File: src/rtl/core/kmp_pkg.sv
// ----------------------------------------------------------------------------
// kmp_pkg
// Shared constants and types of the KMP substring matcher.
// ----------------------------------------------------------------------------
`default_nettype none

package kmp_pkg;

  localparam int KMP_MAX_NEEDLE  = 16;
  localparam int KMP_OFFSET_BITS = 16;

  localparam int CFG_DATA_BITS  = 64;
  localparam int CFG_INDEX_BITS = 2;
  localparam int CFG_LEN_BITS   = 5;
  localparam int HAY_BITS       = 8;

  // Configuration register indexes
  typedef enum logic [CFG_INDEX_BITS-1:0] {
    CFG_NEEDLE_LOW    = 2'd0,
    CFG_NEEDLE_HIGH   = 2'd1,
    CFG_NEEDLE_LENGTH = 2'd2
  } cfg_reg_t;

  // Link builder status seen by the scanner and the top level
  typedef struct packed {
    logic restart;  // rebuild starts this cycle: drop the partial match
    logic busy;     // link table is being rebuilt
  } build_status_t;

endpackage

`default_nettype wire

File: src/rtl/core/kmp_ram.sv
// ----------------------------------------------------------------------------
// kmp_ram
// Generic single-write, single-read RAM with a registered read port.
// ----------------------------------------------------------------------------
`default_nettype none

module kmp_ram #(
  parameter int WIDTH = 8,
  parameter int DEPTH = 16,
  localparam int ADDR_BITS = (DEPTH > 1) ? $clog2(DEPTH) : 1
) (
  input  logic                 clk,
  input  logic                 we,
  input  logic [ADDR_BITS-1:0] waddr,
  input  logic [WIDTH-1:0]     wdata,
  input  logic [ADDR_BITS-1:0] raddr,
  output logic [WIDTH-1:0]     rdata
);

  logic [WIDTH-1:0] mem [DEPTH];

  always_ff @(posedge clk) begin
    if (we) begin
      mem[waddr] <= wdata;
    end
    rdata <= mem[raddr];
  end

endmodule

`default_nettype wire

File: src/rtl/core/kmp_link_builder.sv
// ----------------------------------------------------------------------------
// kmp_link_builder
// Rebuilds the KMP failure-link table in the link RAM from the needle.
// ----------------------------------------------------------------------------
`default_nettype none

module kmp_link_builder import kmp_pkg::*; #(
  parameter int MAX_NEEDLE = KMP_MAX_NEEDLE,
  localparam int IDX_BITS = (MAX_NEEDLE > 1) ? $clog2(MAX_NEEDLE) : 1,
  localparam int LEN_BITS = $clog2(MAX_NEEDLE + 1)
) (
  input  logic                    clk,
  input  logic                    rst,
  input  logic                    start,
  input  logic [7:0]              needle [MAX_NEEDLE],
  input  logic [CFG_LEN_BITS-1:0] needle_length,
  output build_status_t           status,
  output logic [LEN_BITS-1:0]     active_len,
  output logic [IDX_BITS-1:0]     last_link,
  output logic                    ram_we,
  output logic [IDX_BITS-1:0]     ram_waddr,
  output logic [IDX_BITS-1:0]     ram_wdata,
  output logic [IDX_BITS-1:0]     ram_raddr,
  input  logic [IDX_BITS-1:0]     ram_rdata
);

  typedef enum logic [1:0] {
    B_IDLE,
    B_CMP,
    B_WAIT
  } build_state_t;

  build_state_t        state;
  logic [LEN_BITS-1:0] i;
  logic [IDX_BITS-1:0] k;
  logic [LEN_BITS-1:0] len_eff;
  logic [7:0]          byte_i;
  logic [7:0]          byte_k;
  logic                bytes_eq;
  logic [IDX_BITS-1:0] k_next;

  // Clamp the programmed length into 1..MAX_NEEDLE
  always_comb begin
    if (needle_length == '0) begin
      len_eff = LEN_BITS'(1);
    end else if (32'(needle_length) > MAX_NEEDLE) begin
      len_eff = LEN_BITS'(MAX_NEEDLE);
    end else begin
      len_eff = LEN_BITS'(needle_length);
    end
  end

  assign byte_i   = needle[IDX_BITS'(i)];
  assign byte_k   = needle[k];
  assign bytes_eq = (byte_i == byte_k);
  assign k_next   = k + IDX_BITS'(bytes_eq);

  assign status.busy    = (state != B_IDLE);
  assign status.restart = start && (state == B_IDLE);

  always_comb begin
    ram_we    = 1'b0;
    ram_waddr = '0;
    ram_wdata = '0;
    ram_raddr = k - IDX_BITS'(1);
    case (state)
      B_IDLE: begin
        if (start) begin
          ram_we = 1'b1;
        end
      end
      B_CMP: begin
        if (i < active_len && !(k != '0 && !bytes_eq)) begin
          ram_we    = 1'b1;
          ram_waddr = IDX_BITS'(i);
          ram_wdata = k_next;
        end
      end
      default: begin
      end
    endcase
  end

  always_ff @(posedge clk) begin
    if (rst) begin
      state      <= B_IDLE;
      i          <= '0;
      k          <= '0;
      active_len <= LEN_BITS'(1);
      last_link  <= '0;
    end else begin
      case (state)
        B_IDLE: begin
          if (start) begin
            active_len <= len_eff;
            last_link  <= '0;
            i          <= LEN_BITS'(1);
            k          <= '0;
            state      <= B_CMP;
          end
        end
        B_CMP: begin
          if (i >= active_len) begin
            state <= B_IDLE;
          end else if (k != '0 && !bytes_eq) begin
            state <= B_WAIT;
          end else begin
            k <= k_next;
            if (i == active_len - LEN_BITS'(1)) begin
              last_link <= k_next;
            end
            i <= i + LEN_BITS'(1);
          end
        end
        B_WAIT: begin
          k     <= ram_rdata;
          state <= B_CMP;
        end
        default: begin
          state <= B_IDLE;
        end
      endcase
    end
  end

  // The border being extended is always shorter than the prefix scanned
  assert property (@(posedge clk) disable iff (rst)
    (state == B_CMP && i < active_len) |-> (LEN_BITS'(k) < i))
    else $error("link builder: border not shorter than prefix");

  // A fallback read is only issued for a nonzero border
  assert property (@(posedge clk) disable iff (rst)
    (state == B_WAIT) |-> (k != '0))
    else $error("link builder: fallback from empty border");

endmodule

`default_nettype wire

File: src/rtl/core/kmp_scanner.sv
// ----------------------------------------------------------------------------
// kmp_scanner
// Per-byte KMP match walk, offset tracking, summary and result register.
// ----------------------------------------------------------------------------
`default_nettype none

module kmp_scanner import kmp_pkg::*; #(
  parameter int MAX_NEEDLE  = KMP_MAX_NEEDLE,
  parameter int OFFSET_BITS = KMP_OFFSET_BITS,
  localparam int IDX_BITS = (MAX_NEEDLE > 1) ? $clog2(MAX_NEEDLE) : 1,
  localparam int LEN_BITS = $clog2(MAX_NEEDLE + 1)
) (
  input  logic                   clk,
  input  logic                   rst,
  input  build_status_t          status,
  input  logic                   take_ok,
  input  logic [7:0]             needle [MAX_NEEDLE],
  input  logic [LEN_BITS-1:0]    active_len,
  input  logic [IDX_BITS-1:0]    last_link,
  output logic [IDX_BITS-1:0]    ram_raddr,
  input  logic [IDX_BITS-1:0]    ram_rdata,
  output logic                   idle,
  input  logic                   in_valid,
  output logic                   in_ready,
  input  logic [HAY_BITS-1:0]    hay_byte,
  input  logic                   final_byte,
  output logic                   out_valid,
  input  logic                   out_ready,
  output logic                   match_here,
  output logic [OFFSET_BITS-1:0] match_start,
  output logic                   any_found,
  output logic [OFFSET_BITS-1:0] first_start,
  output logic [OFFSET_BITS-1:0] last_start,
  output logic                   end_of_haystack,
  output logic                   offset_overflow
);

  localparam logic [OFFSET_BITS-1:0] OFF_MAX = '1;

  typedef enum logic [1:0] {
    S_IDLE,
    S_MATCH,
    S_WAIT
  } scan_state_t;

  scan_state_t          state;
  logic [LEN_BITS-1:0]  m;
  logic [HAY_BITS-1:0]  cur_byte;
  logic                 cur_last;
  logic [OFFSET_BITS-1:0] byte_offset;
  logic                 seen_match;
  logic [OFFSET_BITS-1:0] first_offset;
  logic [OFFSET_BITS-1:0] latest_offset;
  logic                 saturated;

  logic                 byte_eq;
  logic                 fall_back;
  logic                 slot_free;
  logic                 emit;
  logic [LEN_BITS-1:0]  m_next;
  logic                 hit;
  logic [OFFSET_BITS-1:0] span;
  logic [OFFSET_BITS-1:0] start_off;
  logic [OFFSET_BITS-1:0] first_next;

  assign byte_eq   = (needle[IDX_BITS'(m)] == cur_byte);
  assign fall_back = (m != '0) && !byte_eq;
  assign slot_free = !out_valid || out_ready;
  assign emit      = (state == S_MATCH) && !fall_back && slot_free;
  assign m_next    = m + LEN_BITS'(byte_eq);
  assign hit       = (m_next >= active_len);
  assign span      = OFFSET_BITS'(active_len - LEN_BITS'(1));
  assign ram_raddr = IDX_BITS'(m - LEN_BITS'(1));

  always_comb begin
    if (saturated) begin
      start_off = OFF_MAX;
    end else if (byte_offset >= span) begin
      start_off = byte_offset - span;
    end else begin
      start_off = '0;
    end
  end

  assign first_next = seen_match ? first_offset : start_off;

  assign idle     = (state == S_IDLE);
  assign in_ready = idle && take_ok;

  always_ff @(posedge clk) begin
    if (rst) begin
      state         <= S_IDLE;
      m             <= '0;
      out_valid     <= 1'b0;
      byte_offset   <= '0;
      seen_match    <= 1'b0;
      first_offset  <= '0;
      latest_offset <= '0;
      saturated     <= 1'b0;
    end else begin
      if (out_valid && out_ready && !emit) begin
        out_valid <= 1'b0;
      end
      if (status.restart) begin
        m <= '0;
      end
      case (state)
        S_IDLE: begin
          if (in_valid && in_ready) begin
            cur_byte <= hay_byte;
            cur_last <= final_byte;
            state    <= S_MATCH;
          end
        end
        S_MATCH: begin
          if (fall_back) begin
            state <= S_WAIT;
          end else if (slot_free) begin
            out_valid       <= 1'b1;
            match_here      <= hit;
            match_start     <= hit ? start_off : '0;
            any_found       <= seen_match || hit;
            first_start     <= hit ? first_next : first_offset;
            last_start      <= hit ? start_off : latest_offset;
            end_of_haystack <= cur_last;
            offset_overflow <= saturated;
            if (cur_last) begin
              // Clear per-haystack state for the next one
              m             <= '0;
              byte_offset   <= '0;
              seen_match    <= 1'b0;
              first_offset  <= '0;
              latest_offset <= '0;
              saturated     <= 1'b0;
            end else begin
              m <= hit ? LEN_BITS'(last_link) : m_next;
              if (hit) begin
                seen_match    <= 1'b1;
                first_offset  <= first_next;
                latest_offset <= start_off;
              end
              if (byte_offset == OFF_MAX) begin
                saturated <= 1'b1;
              end else begin
                byte_offset <= byte_offset + OFFSET_BITS'(1);
              end
            end
            state <= S_IDLE;
          end
        end
        S_WAIT: begin
          m     <= LEN_BITS'(ram_rdata);
          state <= S_MATCH;
        end
        default: begin
          state <= S_IDLE;
        end
      endcase
    end
  end

  // Between items the partial match is always a proper prefix
  assert property (@(posedge clk) disable iff (rst)
    (state == S_IDLE && !status.busy) |-> (m < active_len))
    else $error("scanner: partial match not shorter than needle");

  // Once saturated the offset counter sits at its top value
  assert property (@(posedge clk) disable iff (rst)
    saturated |-> (byte_offset == OFF_MAX))
    else $error("scanner: saturated with offset below top");

  // No item is in flight while the link table is rebuilt
  assert property (@(posedge clk) disable iff (rst)
    status.busy |-> (state == S_IDLE))
    else $error("scanner: item in flight during rebuild");

endmodule

`default_nettype wire

File: src/rtl/core/kmp_substring_matcher.sv
// ----------------------------------------------------------------------------
// kmp_substring_matcher
// Streaming Knuth-Morris-Pratt substring search against a programmed needle.
// ----------------------------------------------------------------------------
// Haystack bytes arrive one item at a time on the input channel; every input
// item yields exactly one result item, which flags an occurrence of the needle
// ending at that byte (overlaps included) with its start offset, and carries
// a running summary: any occurrence seen, first start and latest start. The
// item marked final_byte closes the haystack: its summary is final and the
// per-haystack state clears afterwards. Offsets count from 0 per haystack and
// saturate at all ones, after which offset_overflow is set and starts found
// from then on report that top value. The needle (up to 16 programmed bytes,
// length 1..MAX_NEEDLE, zero and oversize lengths clamped) lives in three
// config registers; any write to one of them rebuilds the failure-link table
// in a small link RAM, during which cfg_ready and in_ready stay low; the same
// rebuild runs once after reset. Each item compares its byte against the
// needle and, on a mismatch, follows failure links, each step a read of the
// registered link RAM port; it also waits while the output register is full.
// A finished result sits in an output register, so the next item is taken
// while it waits.
// ----------------------------------------------------------------------------
`default_nettype none

module kmp_substring_matcher import kmp_pkg::*; #(
  parameter int MAX_NEEDLE  = KMP_MAX_NEEDLE,
  parameter int OFFSET_BITS = KMP_OFFSET_BITS
) (
  input  logic                      clk,
  input  logic                      rst,
  // configuration write channel
  input  logic                      cfg_valid,
  output logic                      cfg_ready,
  input  logic [CFG_INDEX_BITS-1:0] cfg_index,
  input  logic [CFG_DATA_BITS-1:0]  cfg_data,
  // haystack input
  input  logic                      in_valid,
  output logic                      in_ready,
  input  logic [HAY_BITS-1:0]       hay_byte,
  input  logic                      final_byte,
  // results
  output logic                      out_valid,
  input  logic                      out_ready,
  output logic                      match_here,
  output logic [OFFSET_BITS-1:0]    match_start,
  output logic                      any_found,
  output logic [OFFSET_BITS-1:0]    first_start,
  output logic [OFFSET_BITS-1:0]    last_start,
  output logic                      end_of_haystack,
  output logic                      offset_overflow
);

  localparam int IDX_BITS = (MAX_NEEDLE > 1) ? $clog2(MAX_NEEDLE) : 1;
  localparam int LEN_BITS = $clog2(MAX_NEEDLE + 1);

  // Config registers
  logic [CFG_DATA_BITS-1:0] needle_low;
  logic [CFG_DATA_BITS-1:0] needle_high;
  logic [CFG_LEN_BITS-1:0]  needle_length;
  logic                     rebuild_req;

  logic [7:0]          needle [MAX_NEEDLE];
  build_status_t       status;
  logic [LEN_BITS-1:0] active_len;
  logic [IDX_BITS-1:0] last_link;
  logic                scan_idle;
  logic                cfg_fire;

  logic                ram_we;
  logic [IDX_BITS-1:0] ram_waddr;
  logic [IDX_BITS-1:0] ram_wdata;
  logic [IDX_BITS-1:0] ram_raddr;
  logic [IDX_BITS-1:0] ram_rdata;
  logic [IDX_BITS-1:0] build_raddr;
  logic [IDX_BITS-1:0] scan_raddr;

  // Take config writes only with no item in flight and no rebuild pending
  assign cfg_ready = !status.busy && !rebuild_req && scan_idle;
  assign cfg_fire  = cfg_valid && cfg_ready;

  always_ff @(posedge clk) begin
    if (rst) begin
      needle_low    <= '0;
      needle_high   <= '0;
      needle_length <= CFG_LEN_BITS'(1);
      rebuild_req   <= 1'b1;  // build the table for the reset needle
    end else begin
      rebuild_req <= 1'b0;
      if (cfg_fire) begin
        case (cfg_reg_t'(cfg_index))
          CFG_NEEDLE_LOW: begin
            needle_low  <= cfg_data;
            rebuild_req <= 1'b1;
          end
          CFG_NEEDLE_HIGH: begin
            needle_high <= cfg_data;
            rebuild_req <= 1'b1;
          end
          CFG_NEEDLE_LENGTH: begin
            needle_length <= cfg_data[CFG_LEN_BITS-1:0];
            rebuild_req   <= 1'b1;
          end
          default: begin
            // unknown index: drop the write
          end
        endcase
      end
    end
  end

  // Unpack needle bytes; positions past the two words read as zero
  for (genvar j = 0; j < MAX_NEEDLE; j++) begin : g_needle
    if (j < 8) begin : g_low
      assign needle[j] = needle_low[j*8 +: 8];
    end else if (j < 16) begin : g_high
      assign needle[j] = needle_high[(j-8)*8 +: 8];
    end else begin : g_zero
      assign needle[j] = 8'h00;
    end
  end

  // The builder owns the link RAM read port while it runs
  assign ram_raddr = status.busy ? build_raddr : scan_raddr;

  kmp_ram #(
    .WIDTH (IDX_BITS),
    .DEPTH (MAX_NEEDLE)
  ) u_link_ram (
    .clk   (clk),
    .we    (ram_we),
    .waddr (ram_waddr),
    .wdata (ram_wdata),
    .raddr (ram_raddr),
    .rdata (ram_rdata)
  );

  kmp_link_builder #(
    .MAX_NEEDLE (MAX_NEEDLE)
  ) u_builder (
    .clk           (clk),
    .rst           (rst),
    .start         (rebuild_req),
    .needle        (needle),
    .needle_length (needle_length),
    .status        (status),
    .active_len    (active_len),
    .last_link     (last_link),
    .ram_we        (ram_we),
    .ram_waddr     (ram_waddr),
    .ram_wdata     (ram_wdata),
    .ram_raddr     (build_raddr),
    .ram_rdata     (ram_rdata)
  );

  kmp_scanner #(
    .MAX_NEEDLE  (MAX_NEEDLE),
    .OFFSET_BITS (OFFSET_BITS)
  ) u_scanner (
    .clk             (clk),
    .rst             (rst),
    .status          (status),
    .take_ok         (!status.busy && !rebuild_req && !cfg_valid),
    .needle          (needle),
    .active_len      (active_len),
    .last_link       (last_link),
    .ram_raddr       (scan_raddr),
    .ram_rdata       (ram_rdata),
    .idle            (scan_idle),
    .in_valid        (in_valid),
    .in_ready        (in_ready),
    .hay_byte        (hay_byte),
    .final_byte      (final_byte),
    .out_valid       (out_valid),
    .out_ready       (out_ready),
    .match_here      (match_here),
    .match_start     (match_start),
    .any_found       (any_found),
    .first_start     (first_start),
    .last_start      (last_start),
    .end_of_haystack (end_of_haystack),
    .offset_overflow (offset_overflow)
  );

endmodule

`default_nettype wire
File: config.mk
export PLATFORM = sky130hd
export DESIGN_NAME = kmp_substring_matcher
export DESIGN_NICKNAME = d
export VERILOG_FILES = /design/src/rtl/core/kmp_pkg.sv /design/src/rtl/core/kmp_ram.sv /design/src/rtl/core/kmp_link_builder.sv /design/src/rtl/core/kmp_scanner.sv /design/src/rtl/core/kmp_substring_matcher.sv
export SDC_FILE = /design/constraint.sdc
export NUM_CORES = 1
export LEC_CHECK = 0
export BUFFER_PORTS_ARGS = -buffer_cell sky130_fd_sc_hd__buf_2
export CAP_MARGIN = 20
export CORE_ASPECT_RATIO = 1.2
export CORE_MARGIN = 1.5
export CORE_UTILIZATION = 60
export CTS_BUF_LIST = sky130_fd_sc_hd__clkbuf_16
export CTS_CLUSTER_SIZE = 8
export DETAILED_ROUTE_END_ITERATION = 8
export HOLD_SLACK_MARGIN = 0.1
export PLACE_DENSITY = 0.82
export REMOVE_ABC_BUFFERS = 1
export SYNTH_ARGS = -nofsm -noshare
export SYNTH_HDL_FRONTEND = slang
export SYNTH_SLANG_ARGS = --single-unit
export TNS_END_PERCENT = 100
File: constraint.sdc
create_clock -name clk -period 11.55 [get_ports clk]
set_input_delay 1.155 -clock clk [delete_from_list [all_inputs] [get_ports clk]]
set_output_delay 1.155 -clock clk [all_outputs]
set_load 0.01 [all_outputs]
==> results.md, run 1 <==
- The run finished with clean final reports.
- In this run, the number of DRC markers left after iteration 0 of detailed routing was 1364.
- The via count of the first global-routing pass came to 13600.
- After detailed routing, the number of vias per cell comes to 6.45.
- The largest net degree at the start of global routing is 85.
- In this run the deepest clock path goes through 3 buffers.
- Synthesis produced 1644 cells.
- After clock tree synthesis, the clock-pin slew on the worst setup and hold paths is 50 ps.
- The worst setup path is captured at a register.
- The power dissipated by switching net loads is 1450 µW.
- The total routed wirelength is 44500 µm.
- The number of vias in the routed layout is 13800.
- Measured along the y axis, the die boundary spans 189 µm.
- The total iterations of the first detailed-routing run is 5.
- The number of placement rows is 67.
- Traced cell by cell, the critical path runs through buf_4, mux4_2, mux4_2, xnor2_1, nand4_1, nor2_1, ha_1, ha_1, ha_1, a21o_1, a21o_1, a21o_1, a21oi_2, inv_1, nand2b_1, o21ai_0, a22o_1.
- The aggregate global-route resource usage is 30.6%.
- The first global-routing pass estimated 71300 µm of wire.
- The floorplan step defined a die boundary enclosing 29900 µm².
- The library cells used most frequently in the layout, excluding fill and tap cells, are sky130_fd_sc_hd__nand2_1, sky130_fd_sc_hd__dfxtp_1, sky130_fd_sc_hd__a21oi_1.
- For the final database, setup skew stands at 18.6 ps.
- For this configuration, the core starts out at a cell density of 61.4%.
- The global routing stage identified its most utilized layer as met2.
- The total leakage power is 0.00681 µW.
- For this design, the sink count on the clock tree is 341.
- In this run, post-CTS hold repair placed 0 buffers.
- The global-route track usage on met1 is 38.5%.
- The cell area after layout is 19500 µm².
- 135 I/O pins were placed.
- The share of total power in the clock network is 30.7%.
- The die is 158 µm wide.
- The category of the worst setup path launch point is a register.
- Yosys mapped the design onto 64 distinct sky130hd cell types.
- After detailed routing, the number of remaining DRC violations is 0.
- After Yosys synthesis, and, or, nand and nor cells account for 14.3% of the synthesized area.
- The worst-path maximum fanout is 33.
- The max-slew violation count was 0.
- The initial antenna violation count is 3.
- The leading area contributor after synthesis is sky130_fd_sc_hd__dfxtp_1.
- The xor-xnor portion of the synthesized cell area is 2.73%.
- In the synthesized netlist the dominant register cell turns out to be sky130_fd_sc_hd__dfxtp_1.
- The total of buffers placed on input and output ports is 134.
- After synthesis, flip-flops and latches occupy 46.7% of the total area.
- The share of cell area taken by muxes after synthesis is 17.4%.
- For met3 alone, demand over resource in global routing was 5.20%.
- Setup repair after global routing left no endpoint under its margin.
- For this run, the slowest stage of the critical path takes 690 ps.
- The critical setup path kind is register to register.
- The final net count is 1854.
- The fraction of met2 tracks used by global routing is 50.1%.
- The library cell used most frequently in the layout, excluding fill and tap cells, is sky130_fd_sc_hd__nand2_1.
- In this run, synthesis produced a sequential element count of 341.
- The last weighted congestion value of the routability-driven placer is 0.926.
- For this run, the top clock speed supported by timing is 175 MHz.
- The fraction of layout cells with a size suffix above 1 is 20.0%.
- Summing the areas of all fa, ha and maj instances in the mapped netlist gives 3.15% of the synthesized area.
- By area, the combinational part of the netlist is dominated by multiplexers.
- After detailed placement, the total cell area comes to 18100 µm².
- The clock root buffer is sky130_fd_sc_hd__clkbuf_16.
- Ranked by total cell area, the synthesized netlist is headed by sky130_fd_sc_hd__dfxtp_1, sky130_fd_sc_hd__edfxtp_1, sky130_fd_sc_hd__mux4_2.
- The later pin in the worst-skew pair is clocked with a latency of 550 ps.
- The largest voltage drop on the vdd net is 0.225 mV.
- The hold violation total from the final report is 0.
- The area growth from synthesis to layout is 12.7%.
- The overflow left after global routing is 0.
- Yosys mapped a number of flops with a built-in enable equal to 125.
- The cell at the slowest stage of the critical path is sky130_fd_sc_hd__nand2b_1.
- The total setup buffers inserted after CTS is 0.
- The final cell count without fillers is 2141.
- The relative slew slack is 18.3%.
- The fraction of synthesized cell area taken by the top area cell type is 25.0%.
- TritonCTS built the clock tree.
- The portion of total power attributed to sequential cells is 36.1%.
- The HPWL after detailed placement is 29400 µm.
- At the pin with the least slew margin, the transition time is 1220 ps.
- The post-synthesis compound-gate area fraction is 12.4%.
- Counting flops with an async set or reset pin after synthesis yields a share of 0%.
- The period utilization is 49.5%.
- The switching share of total power is 35.6%.
- The internal portion of the total power is 2620 µW.
- The count of instances resized after the clock tree is built is 0.
- STA puts the critical path data required time at 11970 ps.
- Buffers inserted during clock tree synthesis total 48.
- After detailed placement, the design holds a cell count of 2058.
- The H-tree depth reported by CTS is 2.
- The detail route stage leaves a number of antenna-violating nets equal to 0.
- The max-capacitance violation count is 0.
- Combinational logic burns 33.2% of the power.
- The final number of setup-violating endpoints is 0.
- The cell area that synthesis handed to floorplanning was 17300 µm².
- The final setup TNS is 0 ps.
- In this run the power density over the cells is 209 nW/µm².
- The area of the core is 28200 µm².
- The smallest clock period supported by the final layout is computed as 5720 ps.
- The average size of a mapped cell is 10.5 µm².
- At the worst endpoint, the arrival time is 6140 ps.
- The synthesis warning total is 0.
- At the end of the flow the core is filled with cells to 69.2%.
- In the final routed layout, each cell accounts on average for 20.8 µm.
- The worst hold path class is register to register.
[per-stage QoR]
step | hold WS (ps) | power (µW) | setup slack (ps)
floorplan | 432 | 2410 | 4210
global placement | 445 | 2780 | 6090
detailed placement | 448 | 2810 | 5910
CTS | 463 | 4060 | 5880
global route | 480 | 4270 | 5390
finish | 465 | 4070 | 5830
[flip-flops by register name, summed over array words and instances (netlist names), 2 cells and up]
| register | count |
|---|---|
| needle_high | 64 |
| needle_low | 64 |
| u_link_ram.mem | 64 |
| u_scanner.byte_offset | 16 |
| u_scanner.first_offset | 16 |
| u_scanner.first_start | 16 |
| u_scanner.last_start | 16 |
| u_scanner.latest_offset | 16 |
| u_scanner.match_start | 16 |
| u_scanner.cur_byte | 8 |
| needle_length | 5 |
| u_builder.active_len | 5 |
| u_builder.i | 5 |
| u_scanner.m | 5 |
| u_builder.k | 4 |
| u_builder.last_link | 4 |
| u_link_ram.rdata | 4 |
| u_builder.state | 2 |
| u_scanner.state | 2 |
[path summary, 6_finish.rpt]
check	from	endpoint	slack, ps	cells after the start
setup reg to reg	u_scanner.m[0]$_SDFF_PP0_	u_scanner.first_offset[4]$_SDFFE_PP0P_	5830	17
hold reg to reg	u_scanner.first_offset[1]$_SDFFE_PP0P_	u_scanner.first_offset[1]$_SDFFE_PP0P_	470	1
hold / removal	u_scanner.first_offset[1]$_SDFFE_PP0P_	u_scanner.first_offset[1]$_SDFFE_PP0P_	470	1
setup / recovery	u_scanner.m[0]$_SDFF_PP0_	u_scanner.first_offset[4]$_SDFFE_PP0P_	5830	17
[worst max-delay path: cells and delay by family (launching register included)]
kind	cells	cell delay, ps
AO/OA/AOI/OAI	6	1240
AND/OR/NAND/NOR	3	1180
multiplexers	2	1060
adder cells (fa/ha/maj)	3	780
buffers and inverters	2	570
flip-flops	1	560
XOR/XNOR	1	170
[layer usage]
layer  part of all wire (%)  routed length (µm)  up-vias
met5                      0                   0        -
met4                    5.7                2530        0
met3                    9.1                4050      196
met2                     48               21400      851
met1                     37               16500     6557
li1                       -                   -     6205
[cell usage after synthesis (13+ instances only)]
cell                          n
sky130_fd_sc_hd__ha_1        42
sky130_fd_sc_hd__nor2_1     109
sky130_fd_sc_hd__mux2i_1     18
sky130_fd_sc_hd__a21oi_1    191
sky130_fd_sc_hd__nand2_1    317
sky130_fd_sc_hd__buf_2       14
sky130_fd_sc_hd__mux4_2     124
sky130_fd_sc_hd__o21ai_0     33
sky130_fd_sc_hd__o22ai_1     17
sky130_fd_sc_hd__nand2b_1    19
sky130_fd_sc_hd__nor3_1      28
sky130_fd_sc_hd__a22o_1      14
sky130_fd_sc_hd__xnor2_1     35
sky130_fd_sc_hd__dfxtp_1    216
sky130_fd_sc_hd__xor2_1      19
sky130_fd_sc_hd__nand3_1     16
sky130_fd_sc_hd__edfxtp_1   125
sky130_fd_sc_hd__a21o_1      15
sky130_fd_sc_hd__clkbuf_1    86
sky130_fd_sc_hd__o2bb2ai_1   22
sky130_fd_sc_hd__inv_1       26
sky130_fd_sc_hd__nor2b_1     13
[power groups by stage]
stage / clock network, µW / logic (µW) / registers, µW
after floorplan: 0 / 881 / 1530
after global placement: 0 / 1300 / 1480
after detailed placement: 0 / 1320 / 1490
after CTS: 1260 / 1330 / 1470
after global routing: 1320 / 1470 / 1480
final: 1250 / 1350 / 1470
[cell families after synthesis]
family	Yosys count
muxes	145
buffers and inverters	144
and+or+nand+nor	567
xor gates and xnor gates	54
adders and majority gates	43
DFF	341
AOI/OAI and AO/OA	350
[final cells by class]
cell class              instances  area, µm²
fillers                      2021       8670
diodes                          3       7.51
well taps                     379        474
repair buffers                154        823
flip-flops and latches        341       8080
multi-input cells            1159       8660
inverters                      27        101
clock inverters                29        125
clock buffers                  49       1230
(Power assumes the default switching activity.)
==> inputs of run 2 (changes only) <==
- CORE_UTILIZATION: 60 -> 55
- PLACE_DENSITY: 0.82 -> 0.79
- clock period: 11.55 -> 5.2 ns (I/O delays scaled with it)
==> results.md, run 2 (same netlist as run 1, synthesis figures left out) <==
- The aggregate global-route resource usage is 27.9%.
- The delay contributed by the slowest stage of the critical path is 520 ps.
- The startpoint of the most critical hold path is final_byte.
- Gates resized during post-CTS repair numbered 0.
- The clock latency on the worst-skew pair is 570 ps.
- The critical setup path kind is register to register.
- In this run the critical register-to-register path is launched from u_scanner.m[0]$_SDFF_PP0_.
- The signal on the critical path passes through buf_12, mux4_2, mux4_2, xnor2_1, nand4_1, nor2_2, ha_1, ha_1, ha_1, a21o_1, a21o_1, a21o_1, a21oi_2, buf_4, nor2_1, o21ai_0, nand3b_1, o41ai_1.
- The flow ran to the end, and the final reports show no timing, DRC or antenna violations.
- The top-level port count is 135.
- The worst clock skew is 19.8 ps.
- The relative slew slack is 29.8%.
- The starting utilization of the core area is 56.3%.
- STA puts the critical path data arrival time at 5370 ps.
- The largest registers in the layout are needle_high: 64 flops, needle_low: 64 flops, u_link_ram.mem: 64 flops.
- The largest voltage drop on the vdd net is 0.382 mV.
- Setup violations remaining at the end of the flow were counted as 0.
- The routed design has 44600 µm of wire.
- In this run the number of H-tree levels came out at 2.
- The slack of the critical path is 270 ps.
- The number of fill cells in the layout is 2310.
- The via count normalized by instance count is 6.31.
- The floorplan step defined a core boundary enclosing 30700 µm².
- The worst endpoint required time is 5640 ps.
- The worst-path maximum fanout is 22.
- The total iterations of the first detailed-routing run is 5.
- After detailed routing, the number of remaining DRC violations is 0.
- The floorplan step defined a die boundary enclosing 32500 µm².
- Setup repair after global routing left no endpoint under its margin.
- The clock root buffer is sky130_fd_sc_hd__clkbuf_16.
- After layout, the worst path uses 94.8% of the clock period.
- The initialized floorplan defines 70 standard-cell rows.
- TritonCTS built the clock tree.
- Entering global routing, the biggest net connects 93 pins.
- The shortest clock period the worst path allows after layout is 4930 ps.
- Max-cap violations in this run came to 0.
- The total number of clock tree sinks is 341.
- The cell at the slowest stage of the critical path is sky130_fd_sc_hd__mux4_2.
- The fraction of layout cells with a size suffix above 1 is 21.2%.
- The number of antenna diodes is 0.
- The number of placed instances, taps included, is 2101.
- The final core utilization is 64.2%.
- For this block, the initial DRC count from the detailed router was 1230.
- The worst setup path is captured at a register.
- STA classifies the critical path startpoint as a register.
- The count of cells in the finished layout, fillers not included, comes to 2179.
- Counting along the longest clock path gives a buffer depth of 3.
- For the pin with the worst max-slew slack, the measured transition is 1050 ps.
- Global routing finished with a remaining overflow of 0.
- Based on the critical path, the design can be clocked at up to 203 MHz.
- The total leakage power is 0.00694 µW.
- The library cell used most frequently in the layout, excluding fill and tap cells, is sky130_fd_sc_hd__nand2_1.
- The initial antenna violation count is 0.
- The number of vias in the routed layout is 13800.
- The max-slew violation count is 0.
- The count of antenna-violating nets left after detailed routing is 0.
- The final net count is 1878.
- The relative area change from synthesis to final layout is 14.0%.
- The last weighted congestion value of the routability-driven placer is 0.908.
- The via count of the first global-routing pass is 13500.
- After detailed routing, the average wire length per cell comes to 20.5 µm.
- The hold violation total from the final report came to 0.
- The total clock buffers created by CTS is 48.
- After legalization and detailed placement, the total HPWL measured 30000 µm.
- Clock-pin slew was measured on the worst setup and hold paths at 50 ps.
- The first global-routing pass estimated 71400 µm of wire.
- In this run the horizontal extent of the chip is 165 µm.
- The number of setup buffers added after CTS is 0.
- The total of buffers placed on input and output ports is 134.
- The vertical die dimension is 197 µm.
- Dividing total power by cell area gives a power density of 464 nW/µm².
- In the layout the commonest cells are sky130_fd_sc_hd__nand2_1, sky130_fd_sc_hd__dfxtp_1, sky130_fd_sc_hd__a21oi_1.
- The tightest min-delay check is of the input pin to register type.
- The number of hold buffers added after CTS was 0.
- The beginning of the critical path is u_scanner.m[0]$_SDFF_PP0_.
- Before CTS, the worst setup slack after placement is 273 ps.
## run 2: changes by cell type in the layout (fill, tap and decap cells not counted), sizes merged
cell    change
buf        +24
clkinv      +1
diode       -3
clkbuf      -1
## run 2: layer usage
metal / track usage (%) / part of all wire (%) / up-vias
li1: - / - / 6257
met1: 34.6 / 37 / 6542
met5: 0 / 0 / -
met2: 46.8 / 50 / 769
met4: 14.7 / 5.2 / 0
met3: 4.72 / 8.7 / 183
## run 2: cell type report
type	count	area [µm²]	area share, %
Clock buffer	48	1200	6.09
Tap cell	396	495	2.51
Sequential cell	341	8080	41.0
Multi-Input combinational cell	1159	8670	44.0
Timing Repair Buffer	178	1040	5.30
Clock inverter	30	130	0.660
Inverter	27	101	0.514
## run 2: final timing paths
check / cells after the start / slack, ps / to
worst max-delay path: 18 / 270 / u_scanner.first_offset[15]$_SDFFE_PP0P_
worst min-delay path: 1 / 150 / u_scanner.cur_last$_DFFE_PP_
worst max register to register: 18 / 270 / u_scanner.first_offset[15]$_SDFFE_PP0P_
worst min register to register: 1 / 460 / u_scanner.latest_offset[6]$_SDFFE_PP0P_
## run 2: per-stage QoR
stage / total power, µW / instance area, µm² / hold slack, ps / setup TNS, ps
after detailed placement: 6380 / 18400 / 448 / 0
after global routing: 9600 / 19700 / 141 / 0
after global placement: 6280 / 18400 / 445 / 0
final: 9160 / 19700 / 148 / 0
after floorplan: 5360 / 16800 / 432 / -219330
after CTS: 9140 / 19700 / 132 / 0
## run 2: where the power goes
group / switching, µW / internal, µW / leakage (µW) / total (µW)
combinational: 1990 / 1190 / 0.00337 / 3180
sequential: 146 / 3080 / 0.00282 / 3220
clock: 1120 / 1640 / 0.000748 / 2750
total: 3250 / 5910 / 0.00694 / 9160
## run 2: critical path: cells and delay by family, from the launching register on
| kind | cells | cell delay [ps] |
|---|---|---|
| fa+ha+maj | 3 | 750 |
| xor+xnor | 1 | 220 |
| compound gates | 6 | 1150 |
| flops | 1 | 380 |
| mux | 2 | 1010 |
| simple gates | 4 | 760 |
| buf+inv | 2 | 520 |
